**src/rtl/zbsps_pkg.sv**
```systemverilog
// zbsps_pkg: shared types and codes for the z-buffered point splatter.
// Word layouts, operation codes, register indexes, pixel store entry format.
// No dependencies.
`timescale 1ns / 1ps
`default_nettype none

package zbsps_pkg;

  localparam int CW        = 7;   // pixel coordinate width (active size <= 127)
  localparam int RADW      = 3;   // radius width
  localparam int ZW        = 24;  // depth width
  localparam int CHW       = 8;   // color channel width
  localparam int CFG_IDX_W = 3;
  localparam int CFG_DW    = 8;

  localparam logic [1:0] OP_CLEAR = 2'd0;
  localparam logic [1:0] OP_SPLAT = 2'd1;
  localparam logic [1:0] OP_READ  = 2'd2;

  localparam logic [CFG_IDX_W-1:0] CFG_FRAME_WIDTH  = 3'd0;
  localparam logic [CFG_IDX_W-1:0] CFG_FRAME_HEIGHT = 3'd1;
  localparam logic [CFG_IDX_W-1:0] CFG_POINT_RADIUS = 3'd2;
  localparam logic [CFG_IDX_W-1:0] CFG_BG_RED       = 3'd3;
  localparam logic [CFG_IDX_W-1:0] CFG_BG_GREEN     = 3'd4;
  localparam logic [CFG_IDX_W-1:0] CFG_BG_BLUE      = 3'd5;

  typedef struct packed {
    logic [1:0]        operation;
    logic signed [15:0] pixel_x;
    logic signed [15:0] pixel_y;
    logic              in_front;
    logic [ZW-1:0]     point_depth;
    logic [CHW-1:0]    point_red;
    logic [CHW-1:0]    point_green;
    logic [CHW-1:0]    point_blue;
  } in_word_t;

  typedef struct packed {
    logic [CHW-1:0] out_red;
    logic [CHW-1:0] out_green;
    logic [CHW-1:0] out_blue;
    logic           covered;
  } out_word_t;

  // active (clamped) frame settings
  typedef struct packed {
    logic [CW-1:0]    width;
    logic [CW-1:0]    height;
    logic [RADW-1:0]  radius;
    logic [3*CHW-1:0] bg;
  } frame_cfg_t;

  typedef struct packed {
    logic           written;
    logic [ZW-1:0]  depth;
    logic [3*CHW-1:0] color;
  } pix_entry_t;

  typedef struct packed {
    logic rd_en;
    logic wr_en;
  } mem_ctl_t;

endpackage

`default_nettype wire

```
**src/rtl/zbsps_cfg.sv**
```systemverilog
// zbsps_cfg: configuration register file with range clamping.
// Depends on zbsps_pkg.
`timescale 1ns / 1ps
`default_nettype none

module zbsps_cfg #(
  parameter int MAX_WIDTH  = 64,
  parameter int MAX_HEIGHT = 64,
  parameter int MAX_RADIUS = 7
) (
  input  wire logic                               clk,
  input  wire logic                               rst_n,
  input  wire logic                               cfg_valid,
  output logic                                    cfg_ready,
  input  wire logic [zbsps_pkg::CFG_IDX_W-1:0]    cfg_index,
  input  wire logic [zbsps_pkg::CFG_DW-1:0]       cfg_data,
  output zbsps_pkg::frame_cfg_t                   fcfg
);

  logic [zbsps_pkg::CW-1:0]   width_r,  width_nxt;
  logic [zbsps_pkg::CW-1:0]   height_r, height_nxt;
  logic [zbsps_pkg::RADW-1:0] radius_r, radius_nxt;
  logic [zbsps_pkg::CHW-1:0]  red_r,    red_nxt;
  logic [zbsps_pkg::CHW-1:0]  green_r,  green_nxt;
  logic [zbsps_pkg::CHW-1:0]  blue_r,   blue_nxt;

  assign cfg_ready = 1'b1;

  always_comb begin
    width_nxt  = width_r;
    height_nxt = height_r;
    radius_nxt = radius_r;
    red_nxt    = red_r;
    green_nxt  = green_r;
    blue_nxt   = blue_r;
    if (cfg_valid && cfg_ready) begin
      case (cfg_index)
        zbsps_pkg::CFG_FRAME_WIDTH:  width_nxt  = cfg_data[zbsps_pkg::CW-1:0];
        zbsps_pkg::CFG_FRAME_HEIGHT: height_nxt = cfg_data[zbsps_pkg::CW-1:0];
        zbsps_pkg::CFG_POINT_RADIUS: radius_nxt = cfg_data[zbsps_pkg::RADW-1:0];
        zbsps_pkg::CFG_BG_RED:       red_nxt    = cfg_data;
        zbsps_pkg::CFG_BG_GREEN:     green_nxt  = cfg_data;
        zbsps_pkg::CFG_BG_BLUE:      blue_nxt   = cfg_data;
        default: ;
      endcase
    end
  end

  always_ff @(posedge clk) begin
    if (!rst_n) begin
      width_r  <= 7'd64;
      height_r <= 7'd64;
      radius_r <= 3'd1;
      red_r    <= '0;
      green_r  <= '0;
      blue_r   <= '0;
    end else begin
      width_r  <= width_nxt;
      height_r <= height_nxt;
      radius_r <= radius_nxt;
      red_r    <= red_nxt;
      green_r  <= green_nxt;
      blue_r   <= blue_nxt;
    end
  end

  always_comb begin
    if (width_r == '0) begin
      fcfg.width = zbsps_pkg::CW'(1);
    end else if (32'(width_r) > MAX_WIDTH) begin
      fcfg.width = zbsps_pkg::CW'(MAX_WIDTH);
    end else begin
      fcfg.width = width_r;
    end
    if (height_r == '0) begin
      fcfg.height = zbsps_pkg::CW'(1);
    end else if (32'(height_r) > MAX_HEIGHT) begin
      fcfg.height = zbsps_pkg::CW'(MAX_HEIGHT);
    end else begin
      fcfg.height = height_r;
    end
    if (32'(radius_r) > MAX_RADIUS) begin
      fcfg.radius = zbsps_pkg::RADW'(MAX_RADIUS);
    end else begin
      fcfg.radius = radius_r;
    end
    fcfg.bg = {red_r, green_r, blue_r};
  end

endmodule

`default_nettype wire

```
**config.mk**
```make
export PLATFORM = sky130hd
export DESIGN_NAME = zbsps_cfg
export DESIGN_NICKNAME = d
export VERILOG_FILES = /design/src/rtl/zbsps_pkg.sv /design/src/rtl/zbsps_cfg.sv
export SDC_FILE = /design/constraint.sdc
export NUM_CORES = 1
export LEC_CHECK = 0
export ABC_CLOCK_PERIOD_IN_PS = 1200
export BUFFER_PORTS_ARGS = -buffer_cell sky130_fd_sc_hd__buf_2
export CELL_PAD_IN_SITES_DETAIL_PLACEMENT = 2
export CELL_PAD_IN_SITES_GLOBAL_PLACEMENT = 2
export CORE_MARGIN = 8
export CORE_UTILIZATION = 28
export CTS_BUF_LIST = sky130_fd_sc_hd__clkbuf_2 sky130_fd_sc_hd__clkbuf_4 sky130_fd_sc_hd__clkbuf_8
export DETAILED_ROUTE_END_ITERATION = 16
export PLACE_DENSITY_LB_ADDON = 0.12
export SLEW_MARGIN = 20
export SYNTH_ARGS = -nofsm -noshare
export SYNTH_HDL_FRONTEND = slang
export SYNTH_SLANG_ARGS = --single-unit
```
**constraint.sdc**
```tcl
create_clock -name clk -period 1.2 [get_ports clk]
set_clock_uncertainty 0.15 [all_clocks]
set_input_delay 0.12 -clock clk [delete_from_list [all_inputs] [get_ports clk]]
set_output_delay 0.12 -clock clk [all_outputs]
set_load 0.05 [all_outputs]
```
==> qor.csv <==
stage,metric,value,unit
outcome,status,"complete, but fails checks",
outcome,failed_checks,setup timing,
setup_path,critical_path_class,register to output port,
synthesis,synth-main-ff-cell,sky130_fd_sc_hd__dfxtp_1,
finish,most_frequent_cells_in_the_layout,"sky130_fd_sc_hd__nand2_1, sky130_fd_sc_hd__mux2i_1, sky130_fd_sc_hd__dfxtp_1",
floorplan,ios,56,
synthesis,synthesis.instances,170,
synthesis,synth_enable_flop_cells,0,
global_routing,grt_start_max_net_pins,23,
placed_design,detailed_place_hpwl,4210,microns
sta,fin_setup_tns,-2.55,ns
synthesis,synthDistinctLibCells,16,
routing,postRouteWirelength,5580,microns
clock_network,worst_skew_pair.late_latency,0.29,ns
floorplan,core_area,5850,sq um
clock_network,tritoncts,built,
synthesis,post_synth_instance_area,1680,sq um
sta,slew_viol_final,0,
global_routing,grt_pass1_wl,8760,microns
finish,count_of_fill_cells_added_during_filler_insertion,624,
clock_network,htree_num_levels,2,
finish,num-nets-final,259,
routing,via_to_cell_ratio,4.61,
setup_path,path_max_fanout,2,
sta,final-hold-violation-count,0,
synthesis,async_flop_share,0,
global_routing,grt_usage,0.129,
placed_design,port-buffer-count,54,
routing,num_vias,1476,
power_and_ir_drop,leakage,1.24,nW
synthesis,synth.net_count,184,
floorplan,std_cell_rows,28,
finish,area.sequential,833,sq um
power_and_ir_drop,irDropWorstVdd,0.448,mV
finish,drive_gt1_frac,0.433,
finish,flow.area_growth_from_synthesis,57.2,%
power_and_ir_drop,areal_power_density_over_the_cells,1010,nW/um^2
routing,route.antenna.remaining_nets,0,
flow_run,max-cap-violations,0,
sta,fmax,591,MHz
synthesis,sequential_to_total_area_share_from_yosys_stat,0.490,
setup_path,regToRegSetupSlack,0.23,ns
clock_network,numCtsBuffers,5,
floorplan,dieWidth,93.4,microns
sta,postLayoutSetupSlackWorst,-0.491,ns
setup_path,critPathRequiredTime,0.93,ns
finish,final_common_cell,sky130_fd_sc_hd__nand2_1,
finish,multi_input_area,910,sq um
sta,timing.final.setup_violations,14,
routing,wire_per_inst,17.4,microns
synthesis,register_bit_total_from_synthesis,41,
clock_network,clock_transition_time_at_the_flip_flop_clock_pins_of_the_worst_setup_and_hold_paths,0.08,ns
setup_path,end_kind,output port,
clock_network,cts_root_buffer,sky130_fd_sc_hd__clkbuf_8,
finish,utilization,0.450,
sta,final_critical_delay_including_setup_and_external_delays,1.69,ns
routing,remaining_drc_errors,0,
clock_network,cts.path.max_buffers,2,
synthesis,synth.yosys.warnings,0,
clock_network,clock_sinks,41,
routing,number_of_iterations_in_the_first_detailed_routing_pass,4,
global_routing,grt_overflow,0,
setup_path,kind_of_start_point_of_the_critical_path,register,
power_and_ir_drop,totalPowerFinal,2.66,mW
sta,final.period_utilization,1.41,
floorplan,start_util,0.287,
synthesis,post-synth-top-area-fraction,0.490,
synthesis,ys_top_cells_by_area,"sky130_fd_sc_hd__dfxtp_1, sky130_fd_sc_hd__mux2i_1, sky130_fd_sc_hd__nand2_1",
routing,iteration_0_drc_markers,43,
worst_hold_path,hold_path.class,input pin to register,
finish,antenna-diode-count,0,
synthesis,avgSynthCellArea,9.86,sq um
sta,grt_setup_unrepaired,true,
global_routing,antenna_found_initial,0,
global_routing,grt_pass1_vias,1688,
floorplan,dieHeight,93.4,microns
placed_design,finalWeightedCongestion,0.701,
setup_path,cp.arrival,1.42,ns
floorplan,dieArea,8720,sq um
synthesis,synth_area_leader_cell,sky130_fd_sc_hd__dfxtp_1,
[metal layers]
layer  routed length [microns]  share of wire  GRT usage  up-vias
met5                         0              0          0        -
met2                      3000           0.54      0.246       35
met4                        47         0.0084     0.0322        0
met1                      2250           0.40      0.136      723
li1                          -              -          -      713
met3                       287          0.051     0.0321        5
[flip-flops by register name (all words and copies together) (netlist names)]
signal and flops:
width_r 7, radius_r 3, height_r 7, blue_r 8, red_r 8, green_r 8
[critical path: stages, from the launching register on]
cell and delay, ns:
sky130_fd_sc_hd__dfxtp_1 0.32, sky130_fd_sc_hd__or3_4 0.39, sky130_fd_sc_hd__o41ai_4 0.22, sky130_fd_sc_hd__buf_6 0.20
[stage by stage]
step	cells	setup slack, ns	hold slack [ns]	instance area, sq um
floorplan	170	-0.384	0.136	1740
global placement	309	-0.271	0.247	2250
detailed placement	309	-0.300	0.268	2250
CTS	320	-0.520	0.0667	2560
global route	320	-0.575	0.0883	2640
finish	320	-0.491	0.0710	2640
[cell usage after synthesis, types with 2 or more instances]
master and n:
sky130_fd_sc_hd__nor2b_1 15, sky130_fd_sc_hd__o41ai_1 2, sky130_fd_sc_hd__buf_2 4, sky130_fd_sc_hd__dfxtp_1 41, sky130_fd_sc_hd__nand2b_1 2, sky130_fd_sc_hd__and4bb_2 2
sky130_fd_sc_hd__mux2i_1 41, sky130_fd_sc_hd__clkbuf_1 8, sky130_fd_sc_hd__nand4b_1 2, sky130_fd_sc_hd__nand2_1 46, sky130_fd_sc_hd__or3_1 2
[worst paths after layout]
path | startpoint | to | cells past startpoint
setup / recovery | width_r[1]$_SDFFE_PN0P_ | fcfg[34] | 3
hold / removal | rst_n | height_r[5]$_SDFFE_PN0P_ | 3
setup reg to reg | height_r[6]$_SDFFE_PN1P_ | height_r[6]$_SDFFE_PN1P_ | 3
hold reg to reg | green_r[4]$_SDFFE_PN0P_ | green_r[4]$_SDFFE_PN0P_ | 2
[report_power, final]
part           switching, mW  total, mW  internal [mW]
Clock                  0.456      0.882          0.425
Combinational          0.223      0.370          0.148
Sequential            0.0213       1.41           1.38
[layout make-up]
type	instances	share of cell area
multi-input cells	115	0.345
flip-flops and latches	41	0.316
repair buffers	82	0.271
well taps	75	0.0356
clock buffers	6	0.0290
clock inverters	1	0.00332
[kinds of logic (layout without fill, tap and decap cells)]
kind of cell,after synthesis,after routing,synth area share
multiplexers,41,41,0.245
buffers and inverters,14,89,0.0410
other,1,1,0.00224
flip-flops,41,41,0.490
AO/OA/AOI/OAI,2,2,0.0104
AND/OR/NAND/NOR,71,71,0.212
[repair_timing]
item	in CTS	in global routing
buffers inserted	1	1
cloned	0	0
resized for setup	55	27
endpoints found under the setup margin	17	31
hold endpoints to repair	6	0
pin swaps	0	0
hold buffers	3	0
Power figures use the tool's default switching activity.
