File: config.mk
export PLATFORM = sky130hd
export DESIGN_NAME = zbsps_ctrl
export DESIGN_NICKNAME = d
export VERILOG_FILES = /design/src/rtl/zbsps_pkg.sv /design/src/rtl/zbsps_ctrl.sv
export SDC_FILE = /design/constraint.sdc
export NUM_CORES = 1
export LEC_CHECK = 0
export ABC_CLOCK_PERIOD_IN_PS = 6700
export BUFFER_PORTS_ARGS = -buffer_cell sky130_fd_sc_hd__buf_4
export CAP_MARGIN = 20
export CORE_MARGIN = 8
export CORE_UTILIZATION = 35
export CTS_CLUSTER_DIAMETER = 150
export DETAILED_ROUTE_END_ITERATION = 10
export PLACE_DENSITY = 0.63
export REMOVE_ABC_BUFFERS = 1
export SLEW_MARGIN = 20
export SYNTH_ARGS = -nofsm -noshare
export SYNTH_HDL_FRONTEND = slang
export SYNTH_SLANG_ARGS = --single-unit
File: constraint.sdc
create_clock -name clk -period 6.7 [get_ports clk]
set_input_delay 0.67 -clock clk [delete_from_list [all_inputs] [get_ports clk]]
set_output_delay 0.67 -clock clk [all_outputs]
set_load 0.005 [all_outputs]
File: src/rtl/zbsps_pkg.sv
// zbsps_pkg: shared types and codes for the z-buffered point splatter.
// Word layouts, operation codes, register indexes, pixel store entry format.
// No dependencies.
`timescale 1ns / 1ps
`default_nettype none

package zbsps_pkg;

  localparam int CW        = 7;   // pixel coordinate width (active size <= 127)
  localparam int RADW      = 3;   // radius width
  localparam int ZW        = 24;  // depth width
  localparam int CHW       = 8;   // color channel width
  localparam int CFG_IDX_W = 3;
  localparam int CFG_DW    = 8;

  localparam logic [1:0] OP_CLEAR = 2'd0;
  localparam logic [1:0] OP_SPLAT = 2'd1;
  localparam logic [1:0] OP_READ  = 2'd2;

  localparam logic [CFG_IDX_W-1:0] CFG_FRAME_WIDTH  = 3'd0;
  localparam logic [CFG_IDX_W-1:0] CFG_FRAME_HEIGHT = 3'd1;
  localparam logic [CFG_IDX_W-1:0] CFG_POINT_RADIUS = 3'd2;
  localparam logic [CFG_IDX_W-1:0] CFG_BG_RED       = 3'd3;
  localparam logic [CFG_IDX_W-1:0] CFG_BG_GREEN     = 3'd4;
  localparam logic [CFG_IDX_W-1:0] CFG_BG_BLUE      = 3'd5;

  typedef struct packed {
    logic [1:0]        operation;
    logic signed [15:0] pixel_x;
    logic signed [15:0] pixel_y;
    logic              in_front;
    logic [ZW-1:0]     point_depth;
    logic [CHW-1:0]    point_red;
    logic [CHW-1:0]    point_green;
    logic [CHW-1:0]    point_blue;
  } in_word_t;

  typedef struct packed {
    logic [CHW-1:0] out_red;
    logic [CHW-1:0] out_green;
    logic [CHW-1:0] out_blue;
    logic           covered;
  } out_word_t;

  // active (clamped) frame settings
  typedef struct packed {
    logic [CW-1:0]    width;
    logic [CW-1:0]    height;
    logic [RADW-1:0]  radius;
    logic [3*CHW-1:0] bg;
  } frame_cfg_t;

  typedef struct packed {
    logic           written;
    logic [ZW-1:0]  depth;
    logic [3*CHW-1:0] color;
  } pix_entry_t;

  typedef struct packed {
    logic rd_en;
    logic wr_en;
  } mem_ctl_t;

endpackage

`default_nettype wire

File: src/rtl/zbsps_ctrl.sv
// zbsps_ctrl: operation sequencer. Clear sweep, splat scan with pipelined
// depth-test read-modify-write, pixel read, result register.
// Depends on zbsps_pkg; drives zbsps_mem.
`timescale 1ns / 1ps
`default_nettype none

module zbsps_ctrl #(
  parameter int MAX_WIDTH = 64,
  parameter int DEPTH     = 4096,
  parameter int AW        = 12,
  parameter int FRAC_BITS = 4
) (
  input  wire logic                   clk,
  input  wire logic                   rst_n,
  input  wire logic                   in_valid,
  output logic                        in_stall,
  input  wire zbsps_pkg::in_word_t    in_data,
  output logic                        out_valid,
  input  wire logic                   out_stall,
  output zbsps_pkg::out_word_t        out_data,
  input  wire zbsps_pkg::frame_cfg_t  fcfg,
  output zbsps_pkg::mem_ctl_t         mem_ctl,
  output logic [AW-1:0]               mem_rd_addr,
  input  wire zbsps_pkg::pix_entry_t  mem_rd_data,
  output logic [AW-1:0]               mem_wr_addr,
  output zbsps_pkg::pix_entry_t       mem_wr_data
);

  localparam int CW = zbsps_pkg::CW;

  localparam logic [2:0] ST_CLEAR  = 3'd0;
  localparam logic [2:0] ST_IDLE   = 3'd1;
  localparam logic [2:0] ST_SETUP  = 3'd2;
  localparam logic [2:0] ST_SCAN   = 3'd3;
  localparam logic [2:0] ST_DRAIN  = 3'd4;
  localparam logic [2:0] ST_RFETCH = 3'd5;
  localparam logic [2:0] ST_RDONE  = 3'd6;

  logic [2:0]           state_r,   state_nxt;
  zbsps_pkg::in_word_t  item_r,    item_nxt;
  logic [AW-1:0]        sweep_r,   sweep_nxt;
  logic [CW-1:0]        x_r,       x_nxt;
  logic [CW-1:0]        y_r,       y_nxt;
  logic [CW-1:0]        x0_r,      x0_nxt;
  logic [CW-1:0]        x1_r,      x1_nxt;
  logic [CW-1:0]        y1_r,      y1_nxt;
  logic                 inrange_r, inrange_nxt;
  logic                 rmw_v_r,   rmw_v_nxt;
  logic [AW-1:0]        rmw_addr_r;
  logic                 out_valid_r, out_valid_nxt;
  zbsps_pkg::out_word_t out_data_r,  out_data_nxt;

  logic signed [15:0] cx, cy;
  logic signed [17:0] cx_e, cy_e, r_e, w_e, h_e;
  logic signed [17:0] x0_e, x1_e, y0_e, y1_e;
  logic [CW-1:0]      x0c, x1c, y0c, y1c;
  logic               drop, rd_in, out_free;

  // splat bounds and read range check, from the held item
  always_comb begin
    cx   = item_r.pixel_x >>> FRAC_BITS;
    cy   = item_r.pixel_y >>> FRAC_BITS;
    cx_e = $signed({{2{cx[15]}}, cx});
    cy_e = $signed({{2{cy[15]}}, cy});
    r_e  = $signed({{(18-zbsps_pkg::RADW){1'b0}}, fcfg.radius});
    w_e  = $signed({{(18-CW){1'b0}}, fcfg.width});
    h_e  = $signed({{(18-CW){1'b0}}, fcfg.height});
    drop = !item_r.in_front
        || (cx_e < 18'sd0 - r_e) || (cx_e >= w_e + r_e)
        || (cy_e < 18'sd0 - r_e) || (cy_e >= h_e + r_e);
    x0_e = cx_e - r_e;
    x1_e = cx_e + r_e;
    y0_e = cy_e - r_e;
    y1_e = cy_e + r_e;
    x0c  = x0_e[17] ? '0 : x0_e[CW-1:0];
    y0c  = y0_e[17] ? '0 : y0_e[CW-1:0];
    x1c  = (x1_e > w_e - 18'sd1) ? fcfg.width - CW'(1)  : x1_e[CW-1:0];
    y1c  = (y1_e > h_e - 18'sd1) ? fcfg.height - CW'(1) : y1_e[CW-1:0];
    rd_in = !item_r.pixel_x[15] && !item_r.pixel_y[15]
         && (item_r.pixel_x[14:0] < {{(15-CW){1'b0}}, fcfg.width})
         && (item_r.pixel_y[14:0] < {{(15-CW){1'b0}}, fcfg.height});
  end

  assign out_free = !out_valid_r || !out_stall;

  always_comb begin
    state_nxt     = state_r;
    item_nxt      = item_r;
    sweep_nxt     = sweep_r;
    x_nxt         = x_r;
    y_nxt         = y_r;
    x0_nxt        = x0_r;
    x1_nxt        = x1_r;
    y1_nxt        = y1_r;
    inrange_nxt   = inrange_r;
    rmw_v_nxt     = 1'b0;
    out_valid_nxt = out_stall ? out_valid_r : 1'b0;
    out_data_nxt  = out_data_r;
    case (state_r)
      ST_CLEAR: begin
        sweep_nxt = sweep_r + AW'(1);
        if (sweep_r == AW'(DEPTH - 1)) begin
          state_nxt = ST_IDLE;
        end
      end
      ST_IDLE: begin
        if (in_valid) begin
          item_nxt  = in_data;
          state_nxt = ST_SETUP;
        end
      end
      ST_SETUP: begin
        case (item_r.operation)
          zbsps_pkg::OP_CLEAR: begin
            sweep_nxt = '0;
            state_nxt = ST_CLEAR;
          end
          zbsps_pkg::OP_SPLAT: begin
            if (drop) begin
              state_nxt = ST_IDLE;
            end else begin
              x_nxt     = x0c;
              y_nxt     = y0c;
              x0_nxt    = x0c;
              x1_nxt    = x1c;
              y1_nxt    = y1c;
              state_nxt = ST_SCAN;
            end
          end
          zbsps_pkg::OP_READ: begin
            x_nxt       = item_r.pixel_x[CW-1:0];
            y_nxt       = item_r.pixel_y[CW-1:0];
            inrange_nxt = rd_in;
            state_nxt   = ST_RFETCH;
          end
          default: state_nxt = ST_IDLE;
        endcase
      end
      ST_SCAN: begin
        rmw_v_nxt = 1'b1;
        if (x_r == x1_r) begin
          x_nxt = x0_r;
          if (y_r == y1_r) begin
            state_nxt = ST_DRAIN;
          end else begin
            y_nxt = y_r + CW'(1);
          end
        end else begin
          x_nxt = x_r + CW'(1);
        end
      end
      ST_DRAIN:  state_nxt = ST_IDLE;
      ST_RFETCH: state_nxt = ST_RDONE;
      ST_RDONE: begin
        if (out_free) begin
          out_valid_nxt = 1'b1;
          if (inrange_r && mem_rd_data.written) begin
            {out_data_nxt.out_red, out_data_nxt.out_green, out_data_nxt.out_blue} =
              mem_rd_data.color;
            out_data_nxt.covered = 1'b1;
          end else begin
            {out_data_nxt.out_red, out_data_nxt.out_green, out_data_nxt.out_blue} =
              fcfg.bg;
            out_data_nxt.covered = 1'b0;
          end
          state_nxt = ST_IDLE;
        end
      end
      default: state_nxt = ST_IDLE;
    endcase
  end

  always_ff @(posedge clk) begin
    if (!rst_n) begin
      state_r     <= ST_CLEAR;
      sweep_r     <= '0;
      rmw_v_r     <= 1'b0;
      out_valid_r <= 1'b0;
    end else begin
      state_r     <= state_nxt;
      sweep_r     <= sweep_nxt;
      rmw_v_r     <= rmw_v_nxt;
      out_valid_r <= out_valid_nxt;
    end
  end

  always_ff @(posedge clk) begin
    item_r     <= item_nxt;
    x_r        <= x_nxt;
    y_r        <= y_nxt;
    x0_r       <= x0_nxt;
    x1_r       <= x1_nxt;
    y1_r       <= y1_nxt;
    inrange_r  <= inrange_nxt;
    rmw_addr_r <= mem_rd_addr;
    out_data_r <= out_data_nxt;
  end

  // memory side: read the current pixel, depth-test and write back in the next cycle
  always_comb begin
    mem_rd_addr   = AW'(32'(y_r) * MAX_WIDTH + 32'(x_r));
    mem_ctl.rd_en = (state_r == ST_SCAN) || ((state_r == ST_RFETCH) && inrange_r);
    if (state_r == ST_CLEAR) begin
      mem_ctl.wr_en = 1'b1;
      mem_wr_addr   = sweep_r;
      mem_wr_data   = '0;
    end else begin
      mem_ctl.wr_en = rmw_v_r
                   && (!mem_rd_data.written || (item_r.point_depth < mem_rd_data.depth));
      mem_wr_addr   = rmw_addr_r;
      mem_wr_data.written = 1'b1;
      mem_wr_data.depth   = item_r.point_depth;
      mem_wr_data.color   = {item_r.point_red, item_r.point_green, item_r.point_blue};
    end
  end

  assign in_stall  = (state_r != ST_IDLE);
  assign out_valid = out_valid_r;
  assign out_data  = out_data_r;

  a_idle_no_write: assert property (@(posedge clk) disable iff (!rst_n)
    (state_r == ST_IDLE) |-> !mem_ctl.wr_en)
    else $error("pixel store written while idle");

  a_rmw_follows_scan: assert property (@(posedge clk) disable iff (!rst_n)
    rmw_v_r |-> ($past(state_r) == ST_SCAN))
    else $error("write-back stage active without a scan read");

  a_scan_in_box: assert property (@(posedge clk) disable iff (!rst_n)
    (state_r == ST_SCAN) |-> ((x_r >= x0_r) && (x_r <= x1_r) && (y_r <= y1_r)))
    else $error("scan position left the clipped square");

  a_no_rw_collision: assert property (@(posedge clk) disable iff (!rst_n)
    (mem_ctl.rd_en && mem_ctl.wr_en) |-> (mem_rd_addr != mem_wr_addr))
    else $error("read and write to the same pixel in one cycle");

endmodule

`default_nettype wire

==> results of run 1 <==
## Yosys cell counts, types with 3 or more instances
master / n
edfxtp_1: 144
ha_1: 129
inv_1: 76
nor2b_1: 60
nor2_1: 55
xnor2_1: 52
nand2_1: 44
a21oi_1: 43
mux2_2: 36
nand3_1: 35
xor2_1: 35
dfxtp_1: 29
nor3_1: 27
nand4_1: 19
a211oi_1: 18
o21ai_0: 18
mux2i_1: 17
a21o_1: 16
clkbuf_1: 15
o21a_1: 10
buf_2: 8
o211ai_1: 8
nand2b_1: 7
a221oi_1: 6
buf_4: 6
fa_1: 6
a31oi_1: 5
and3_1: 4
nor4_1: 4
o31ai_1: 4
or3_1: 4
a2111oi_0: 3
a22oi_1: 3
and2_1: 3
o21bai_1: 3
o41ai_1: 3
## area by class of cell
type	instances	area share, %
clock buffer	17	3.02
clock inverter	15	1.37
inverter	77	2.05
multi-input combinational	708	39.7
sequential	173	34.8
tap	396	3.52
timing repair buffer	288	15.5
## per-layer routing
metal | track usage, % | routed length [um] | vias to the layer above
met5 | 0 | 0 | -
met4 | 4.02 | 388 | 0
met3 | 4.12 | 2700 | 27
met2 | 29.1 | 15700 | 287
met1 | 20.6 | 13300 | 3873
li1 | - | - | 4157
## final timing paths
kind	from	end	slack, ns	depth (start not counted)
max	fcfg[24]	x_r[1]	3.02	14
min	in_data[59]	cy[6]	0.41	1
max reg2reg	cx[1]	x1_r[1]	3.24	14
min reg2reg	x_r[1]	rmw_addr_r[1]	0.51	0
## power by group
part,switching [uW],internal (uW),leakage (uW)
registers,2.02,1160,0.00153
clock network,490,541,0.000302
logic,118,145,0.00416
total,610,1850,0.00599
## cells by family after synthesis
kind of cell	after synthesis
xor+xnor	87
compound gates	156
flops	173
buf+inv	107
fa+ha+maj	135
simple gates	277
mux	53
## registers in the layout, indices dropped and copies added (netlist names)
signal      count
cx             12
cy             12
y_r             7
out_valid       1
x0_r            7
y1_r            7
x_r             7
sweep_r        12
rmw_v_r         1
inrange_r       1
x1_r            7
state_r         3
item_r         59
rmw_addr_r     12
out_data       25
## through the flow
stage	power [uW]	std cells	cell area, um2	util (%)
after global placement	1450	1639	13400	43.8
after CTS	2490	1671	14000	45.8
after detailed placement	1450	1639	13400	43.8
after global routing	2560	1674	14100	46.0
after floorplan	1320	958	10800	-
final	2460	1674	14100	46.0
## worst register-to-register path, stage by stage, from the launching register on
cell and delay, ns:
edfxtp_1 0.59, ha_1 0.40, nor2b_1 0.12, o21a_1 0.13
nor2_1 0.07, nor2_1 0.25, nand3_1 0.13, xnor2_1 0.15
ha_1 0.30, nand3_1 0.12, o41ai_1 0.39, a21oi_1 0.07
o21ai_0 0.11, o21ai_2 0.20, mux2i_1 0.17
==> impl_metrics.yaml, run 1 <==
synth:
  synth_top_area_share_pct: 39.6
  synthArstFlopShare_pct: 0
  synth_top_family_by_area: "adder cells"
  yosysWarnings: 0
  ys_top_cells_by_area: "edfxtp_1, ha_1, dfxtp_1, xnor2_1, mux2_2"
  synth.distinct_cells: 63
  avgSynthCellArea_um2: 11.1
  synth-xor-area-share_pct: 6.98
  synth_fa_ha_area_share_pct: 15.9
  synthMuxAreaShare_pct: 5.27
  synth-seq-area-share_pct: 44.9
  syn-cell-area_mm2: 0.0109
  synth_enable_flop_cells: 144
  synth_compound_area_share_pct: 9.60
  syn_inst: 988
  ys.flop_type: "edfxtp_1"
  ys_ff_latch: 173
  synthSimpleGateAreaFrac_pct: 13.3
  yosysTopAreaCell: "edfxtp_1"
detailed_routing:
  drtIter0Drc: 400
  drc: 0
  ant_nets: 0
  wirelength_um: 32100
  viasPerCell: 4.98
  wl_per_cell_um: 19.2
  first_pass_iters: 5
  dr_total_vias: 8344
outcome:
  status: "completed"
timing:
  holdWs_ns: 0.409
  rsz0062_at_grt: "false"
  tightest_slew_ns: 0.747
  finalCritPeriodShare_pct: 54.9
  setup_slack_ns: 3.02
  fin_setup_tns_ns: 0
  fin_skew_ns: 0.0150
  setup_viol: 0
  relSlewSlack_pct: 50.0
  hold_viol: 0
  fin_crit_ns: 3.68
  report.final.slew_viol_count: 0
  fmax_ghz: 0.272
worst_setup_path:
  critPathMaxFanout: 8
  worst_ep_arrival_time_ns: 3.74
  setup.worst_path.end_class: "flop"
  crit_buf_inv: 1
  critPathMaxStageDelay_ns: 0.65
  crit_slowest_cell: "a31oi_1"
  start_kind: "input port"
  cpMostUsedCell: "ha_1"
  path_class: "in2reg"
  cp_top_family: "compound AO/OA/AOI/OAI gates"
  cp.required_ns: 6.76
  crit_path_cell_trace: "buf_4, ha_1, fa_1, a21oi_1, nor2_1, nand3_1, xnor2_1, ha_1, a21o_1, a211oi_2, o2111ai_1, a21oi_2, nand4_2, a31oi_1"
cts:
  post_cts_buffers: 0
  cts.sinks: 173
  cts_tree: "built"
  cts_hold_buf: 0
  clock_latency_ns: 0.43
  root_buffer: "clkbuf_16"
  ctsResizeCount: 0
  cts_buffers: 17
  cts.clk_slew.worst_paths_ns: 0.08
  clock_path_buffers: 2
  htree_levels: 4
grt:
  antenna_found_initial: 0
  grt_remaining_overflow: 0
  grt_max_degree: 49
  grt_pass1_wl_um: 48000
  grt_pass1_vias: 8409
  grt_use_total_pct: 16.8
cells_and_area:
  seq_area_mm2: 0.00490
  diodes: 0
  nFillCells: 2909
  multi_input_area_mm2: 0.00560
  finalNetCount: 1577
  drive_gt1_share_pct: 29.1
  mostFrequentLayoutCells: "buf_4, edfxtp_1, ha_1"
  final_common_cell: "buf_4"
  syn2layout_area_growth_pct: 29.0
worst_hold_path:
  hp-class: "in2reg"
placed_design:
  io_buffers: 278
  gp_routability_congestion: 0.884
  hpwl_um: 26000
  dpl_worst_slack_ns: 2.57
pwr:
  total_leakage_power_uw: 0.00599
  irDropWorstVdd_uv: 176
  power_density_mw_per_mm2: 174
floorplanning:
  initial_utilization_pct: 35.6
  die_w_um: 193
  num_io_pins: 279
  die_h_um: 193
  die-area_mm2: 0.0371
  core_area_mm2: 0.0307
  fp-row-count: 64
run:
  max_cap_violations: 0
(Power assumes the default switching activity.)
==> inputs of run 2 (changes only) <==
ABC_AREA = 1   (was unset)
ABC_CLOCK_PERIOD_IN_PS = 3170   (was 6700)
PLACE_DENSITY = 0.65   (was 0.63)
clock period = 3.17 ns   (was 6.7 ns; I/O delays follow)
==> impl_metrics.yaml, run 2 <==
outcome:
  status: "finished with violations"
  violations: "negative setup slack"
floorplanning:
  die-area_mm2: 0.0380
  die_w_um: 195
  initial_utilization_pct: 35.5
  die_h_um: 195
  core_area_mm2: 0.0316
  fp-row-count: 65
  num_io_pins: 279
timing:
  hold_viol: 0
  rsz0062_at_grt: "true"
  relSlewSlack_pct: 56.4
  setup_slack_ns: -0.0928
  finalCritPeriodShare_pct: 103
  fin_setup_tns_ns: -0.506
  fmax_ghz: 0.306
  setup_viol: 14
  report.final.slew_viol_count: 0
  fin_skew_ns: 0.0112
  holdWs_ns: 0.0489
  fin_crit_ns: 3.26
  tightest_slew_ns: 0.654
cts:
  cts_tree: "built"
  htree_levels: 4
  clock_latency_ns: 0.44
  cts_buffers: 17
  cts.clk_slew.worst_paths_ns: 0.07
  clock_path_buffers: 2
  cts.sinks: 173
  cts_hold_buf: 0
  root_buffer: "clkbuf_16"
placed_design:
  hpwl_um: 27700
  placed_cells: 2010
  place_area_mm2: 0.0142
  gp_routability_congestion: 0.890
  io_buffers: 278
detailed_routing:
  viasPerCell: 4.82
  dr_total_vias: 9893
  first_pass_iters: 5
  drc: 0
  ant_nets: 0
  wl_per_cell_um: 16.7
  drtIter0Drc: 564
  wirelength_um: 34300
worst_setup_path:
  rr_startpoint: "cx[1]"
  critPathMaxFanout: 4
  regToRegSetupSlack_ns: -0.09
  worst_ep_arrival_time_ns: 3.44
  path_class: "reg2reg"
  reg2reg_depth: 19
  crit_end: "x1_r[2]"
  setup.worst_path.end_class: "flop"
  cp.required_ns: 3.35
  start_kind: "flop"
  timing.rr.end: "x1_r[2]"
  startpoint: "cx[1]"
grt:
  grt_pass1_vias: 9955
  grt_pass1_wl_um: 53600
  grt_use_total_pct: 17.7
  grt_max_degree: 49
  antenna_found_initial: 0
  grt_remaining_overflow: 0
cells_and_area:
  final_common_cell: "buf_4"
  syn2layout_area_growth_pct: 34.1
  finalNetCount: 1949
  largest_reg_flops: 59
  regMostFlops: "item_r"
  final_util_pct: 47.7
  diodes: 0
  mostFrequentLayoutCells: "buf_4, nand2_1, inv_1"
  stdcell_area_mm2: 0.0150
  multi_input_area_mm2: 0.00565
  seq_area_mm2: 0.00490
  nFillCells: 3061
  layoutNonFillerInstCount: 2052
  drive_gt1_share_pct: 25.6
synth:
  ys_top_cells_by_area: "edfxtp_1, ha_1, nand2_1, inv_1, dfxtp_1"
  syn-cell-area_mm2: 0.0112
  synth.distinct_cells: 38
  synth-seq-area-share_pct: 43.7
  syn_inst: 1301
  synth_top_area_share_pct: 38.5
  synth_enable_flop_cells: 144
  avgSynthCellArea_um2: 8.62
  ys_ff_latch: 173
  yosysTopAreaCell: "edfxtp_1"
  ys_top_cells_by_count: "nand2_1, inv_1, edfxtp_1"
  yosysWarnings: 0
  synthArstFlopShare_pct: 0
  ys.flop_type: "edfxtp_1"
  synth.most_common_cell: "nand2_1"
pwr:
  p_int_uw: 5320
  seq_power_share_pct: 36.2
  net-switching-power_uw: 2730
  power_density_mw_per_mm2: 535
  irDropWorstVdd_uv: 429
  pwr-share-comb_pct: 36.2
  clock_power_share_pct: 27.6
  total_leakage_power_uw: 0.00719
  power.share.switching_pct: 33.9
run:
  max_cap_violations: 0
worst_hold_path:
  hp-class: "in2reg"
==> run 2: changes by cell type after synthesis, sizes merged, moves of 38 or more <==
| cell | delta |
|---|---|
| a21oi | +59 |
| inv | +120 |
| nand2 | +245 |
| nor2 | +75 |
| nor2b | -60 |
| o21ai | +38 |
==> run 2: per-stage QoR <==
step / setup slack [ns] / total power [uW]
final: -0.0928 / 8050
after global placement: -0.229 / 5780
after detailed placement: -0.296 / 5830
after CTS: 0.000558 / 8100
after global routing: -0.269 / 8570
after floorplan: -1.62 / 4340
==> run 2: power groups by stage <==
stage	clock, uW	sequential [uW]	combinational (uW)
after detailed placement	0	2960	2870
final	2220	2910	2910
after global routing	2360	2930	3280
after floorplan	0	2930	1400
after CTS	2270	2910	2930
after global placement	0	2950	2830
==> run 2: area by class of cell <==
type,count,area share (%)
repair buffers,344,17.4
flip-flops and latches,173,32.6
clock inverters,10,0.807
inverters,197,4.92
clock buffers,22,3.30
well taps,402,3.34
multi-input cells,904,37.6
==> run 2: critical path, stage by stage, from the launching register on <==
cell and delay, ns:
edfxtp_1 0.48, buf_6 0.17, fa_1 0.41, nand2_1 0.10
a21boi_2 0.06, nand2_1 0.09, nor4_2 0.05, buf_4 0.15
nand2_1 0.07, xor2_1 0.16, inv_1 0.09, ha_4 0.28
nand4_1 0.11, nor3_1 0.19, nand2_1 0.09, nand3_1 0.11
nand2_2 0.10, buf_6 0.14, nand3b_1 0.07, nand2_1 0.07
==> run 2: cell families (layout without fill, tap and decap cells) <==
logic type               count (synthesis)  after routing  synth area share [%]
AND/OR/NAND/NOR                        519            520                  19.2
buffers and inverters                  225            573                  7.80
AO/OA/AOI/OAI                          183            183                  8.64
flip-flops                             173            173                  43.7
adder cells (fa/ha/maj)                135            135                  15.5
XOR/XNOR                                66             66                  5.15
==> run 2: repair_timing <==
item                       CTS  global route
setup buffers                6             3
setup endpoints to repair   14            49
resized for setup           41            13
hold endpoints to repair     0             0
pin swaps                   22            17
cloned                       1             0
==> run 2: per-layer routing <==
layer | up-vias | global-route usage (%) | wire length [um]
met4 | 0 | 5.45 | 750
li1 | 4974 | - | -
met3 | 47 | 4.09 | 2260
met5 | - | 0 | 0
met1 | 4538 | 21.4 | 14600
met2 | 334 | 31.1 | 16700
==> run 2: worst min path at each step <==
| stage | startpoint | end | slack, ns | cells past startpoint |
|---|---|---|---|---|
| after global routing | in_data[15] | item_r[15] | 0.03 | 1 |
| after detailed placement | sweep_r[7] | sweep_r[8] | 0.47 | 2 |
| after CTS | in_data[69] | cx[0] | 0.03 | 1 |
| after global placement | sweep_r[7] | sweep_r[8] | 0.47 | 2 |
| after floorplan | in_data[69] | cx[0] | 0.42 | 0 |
| final | in_data[69] | cx[0] | 0.05 | 1 |
==> inputs of run 3 (changes only) <==
CTS_BUF_LIST = sky130_fd_sc_hd__clkbuf_2 sky130_fd_sc_hd__clkbuf_4 sky130_fd_sc_hd__clkbuf_8   (was unset)
==> impl_metrics.yaml, run 3 (synthesis gave the netlist of run 2 again) <==
placed_design:
  io_buffers: 278
  gp_routability_congestion: 0.890
  place_area_mm2: 0.0142
  hpwl_um: 27700
cts:
  cts.sinks: 173
  cts_tree: "built"
  cts.clk_slew.worst_paths_ns: 0.10
  htree_levels: 4
  clock_path_buffers: 2
  cts_buffers: 17
  root_buffer: "clkbuf_8"
  clock_latency_ns: 0.48
worst_setup_path:
  crit_slowest_cell: "edfxtp_1"
  cpMostUsedCell: "nand2_1"
  critPathMaxFanout: 4
  regToRegSetupSlack_ns: -0.04
  cp.required_ns: 3.40
  crit_buf_inv: 4
  path_class: "reg2reg"
  critPathMaxStageDelay_ns: 0.49
  rr_startpoint: "cx[1]"
  setup.worst_path.end_class: "flop"
  crit_path_cell_trace: "buf_6, fa_2, nand2_1, a21boi_2, nand2_1, nor4_2, buf_4, nand2_1, xor2_1, inv_1, ha_4, nand4_1, nor3_1, nand2_1, nand3_1, nand2_2, buf_4, nand3b_1, nand2_1"
  timing.rr.end: "x1_r[6]"
  cp_top_family: "simple AND/OR/NAND/NOR gates"
  start_kind: "flop"
  worst_ep_arrival_time_ns: 3.44
  reg2reg_depth: 19
detailed_routing:
  viasPerCell: 4.78
  drtIter0Drc: 518
  drc: 0
  first_pass_iters: 5
  ant_nets: 0
  wirelength_um: 35400
  dr_total_vias: 10215
  wl_per_cell_um: 16.6
timing:
  rsz0062_at_grt: "true"
  relSlewSlack_pct: 57.1
  report.final.slew_viol_count: 0
  tightest_slew_ns: 0.642
  setup_viol: 13
  setup_slack_ns: -0.0387
  fmax_ghz: 0.312
  fin_crit_ns: 3.21
  fin_setup_tns_ns: -0.210
  finalCritPeriodShare_pct: 101
  hold_viol: 0
  fin_skew_ns: 0.0157
grt:
  grt_use_total_pct: 18.3
  grt_pass1_wl_um: 55300
  grt_pass1_vias: 10431
  antenna_found_initial: 0
  grt_remaining_overflow: 0
  grt_max_degree: 49
floorplanning:
  die_w_um: 195
  die-area_mm2: 0.0380
  num_io_pins: 279
  initial_utilization_pct: 35.5
  fp-row-count: 65
  core_area_mm2: 0.0316
  die_h_um: 195
pwr:
  total_leakage_power_uw: 0.00748
  irDropWorstVdd_uv: 238
  power_density_mw_per_mm2: 490
  power_uw: 7720
cells_and_area:
  regMostFlops: "item_r"
  final_common_cell: "buf_4"
  stdcell_area_mm2: 0.0158
  largest_reg_flops: 59
  mostFrequentLayoutCells: "buf_4, nand2_1, inv_1"
  syn2layout_area_growth_pct: 40.6
  drive_gt1_share_pct: 25.2
  finalNetCount: 2031
worst_hold_path:
  hold_path.startpoint: "in_data[43]"
  hp-class: "in2reg"
  hold_depth: 1
  holdPathEnd: "item_r[43]"
run:
  max_cap_violations: 0
outcome:
  violations: "negative setup slack"
  status: "finished with violations"
## run 3: what timing repair did
action / 4_1_cts / 5_1_grt
resized for setup: 41 / 27
pin swaps: 23 / 23
endpoints found under the hold margin: 79 / 1
hold buffers: 79 / 1
cloned: 1 / 0
buffers inserted: 6 / 6
setup endpoints to repair: 14 / 49
## run 3: worst max-delay path by stage
stage	from	to	slack, ns	cells past startpoint
final	cx[1]	x1_r[6]	-0.04	19
after global routing	cx[1]	x1_r[3]	-0.25	19
after CTS	cy[1]	y1_r[4]	-0.002	19
after detailed placement	fcfg[25]	y1_r[4]	-0.30	21
after global placement	fcfg[25]	y1_r[6]	-0.23	21
after floorplan	state_r[0]	cx[0]	-1.62	4
## run 3: power by group
group | leakage, uW | internal (uW) | switching [uW]
logic | 0.00570 | 1370 | 1670
registers | 0.00155 | 2740 | 170
clock network | 0.000230 | 907 | 864
## run 3: cell type report
class | instances | area [um2]
Clock buffer | 20 | 263
Timing Repair Buffer | 426 | 3440
Fill cell | 2933 | 15800
Tap cell | 402 | 503
Multi-Input combinational cell | 904 | 5740
Inverter | 197 | 739
Sequential cell | 173 | 4900
Antenna cell | 2 | 5.00
Clock inverter | 12 | 181
## run 3: routing by layer
metal / GRT usage, % / wire, um / vias up / share of wire [%]
met4: 5.61 / 787 / 0 / 2.2
met1: 21.8 / 14800 / 4699 / 42
met3: 3.90 / 2240 / 44 / 6.3
met2: 32.3 / 17500 / 332 / 50
li1: - / - / 5140 / -
met5: 0 / 0 / - / 0
## run 3: metrics by stage
| stage | instances | hold slack [ns] | util, % | setup WS (ns) |
|---|---|---|---|---|
| floorplan | 1273 | 0.416 | - | -1.62 |
| global placement | 2010 | 0.468 | 44.8 | -0.229 |
| detailed placement | 2010 | 0.471 | 44.8 | -0.296 |
| CTS | 2128 | 0.000672 | 49.4 | -0.00239 |
| global route | 2134 | 0.000318 | 50.0 | -0.250 |
| finish | 2136 | 0.0428 | 50.0 | -0.0387 |
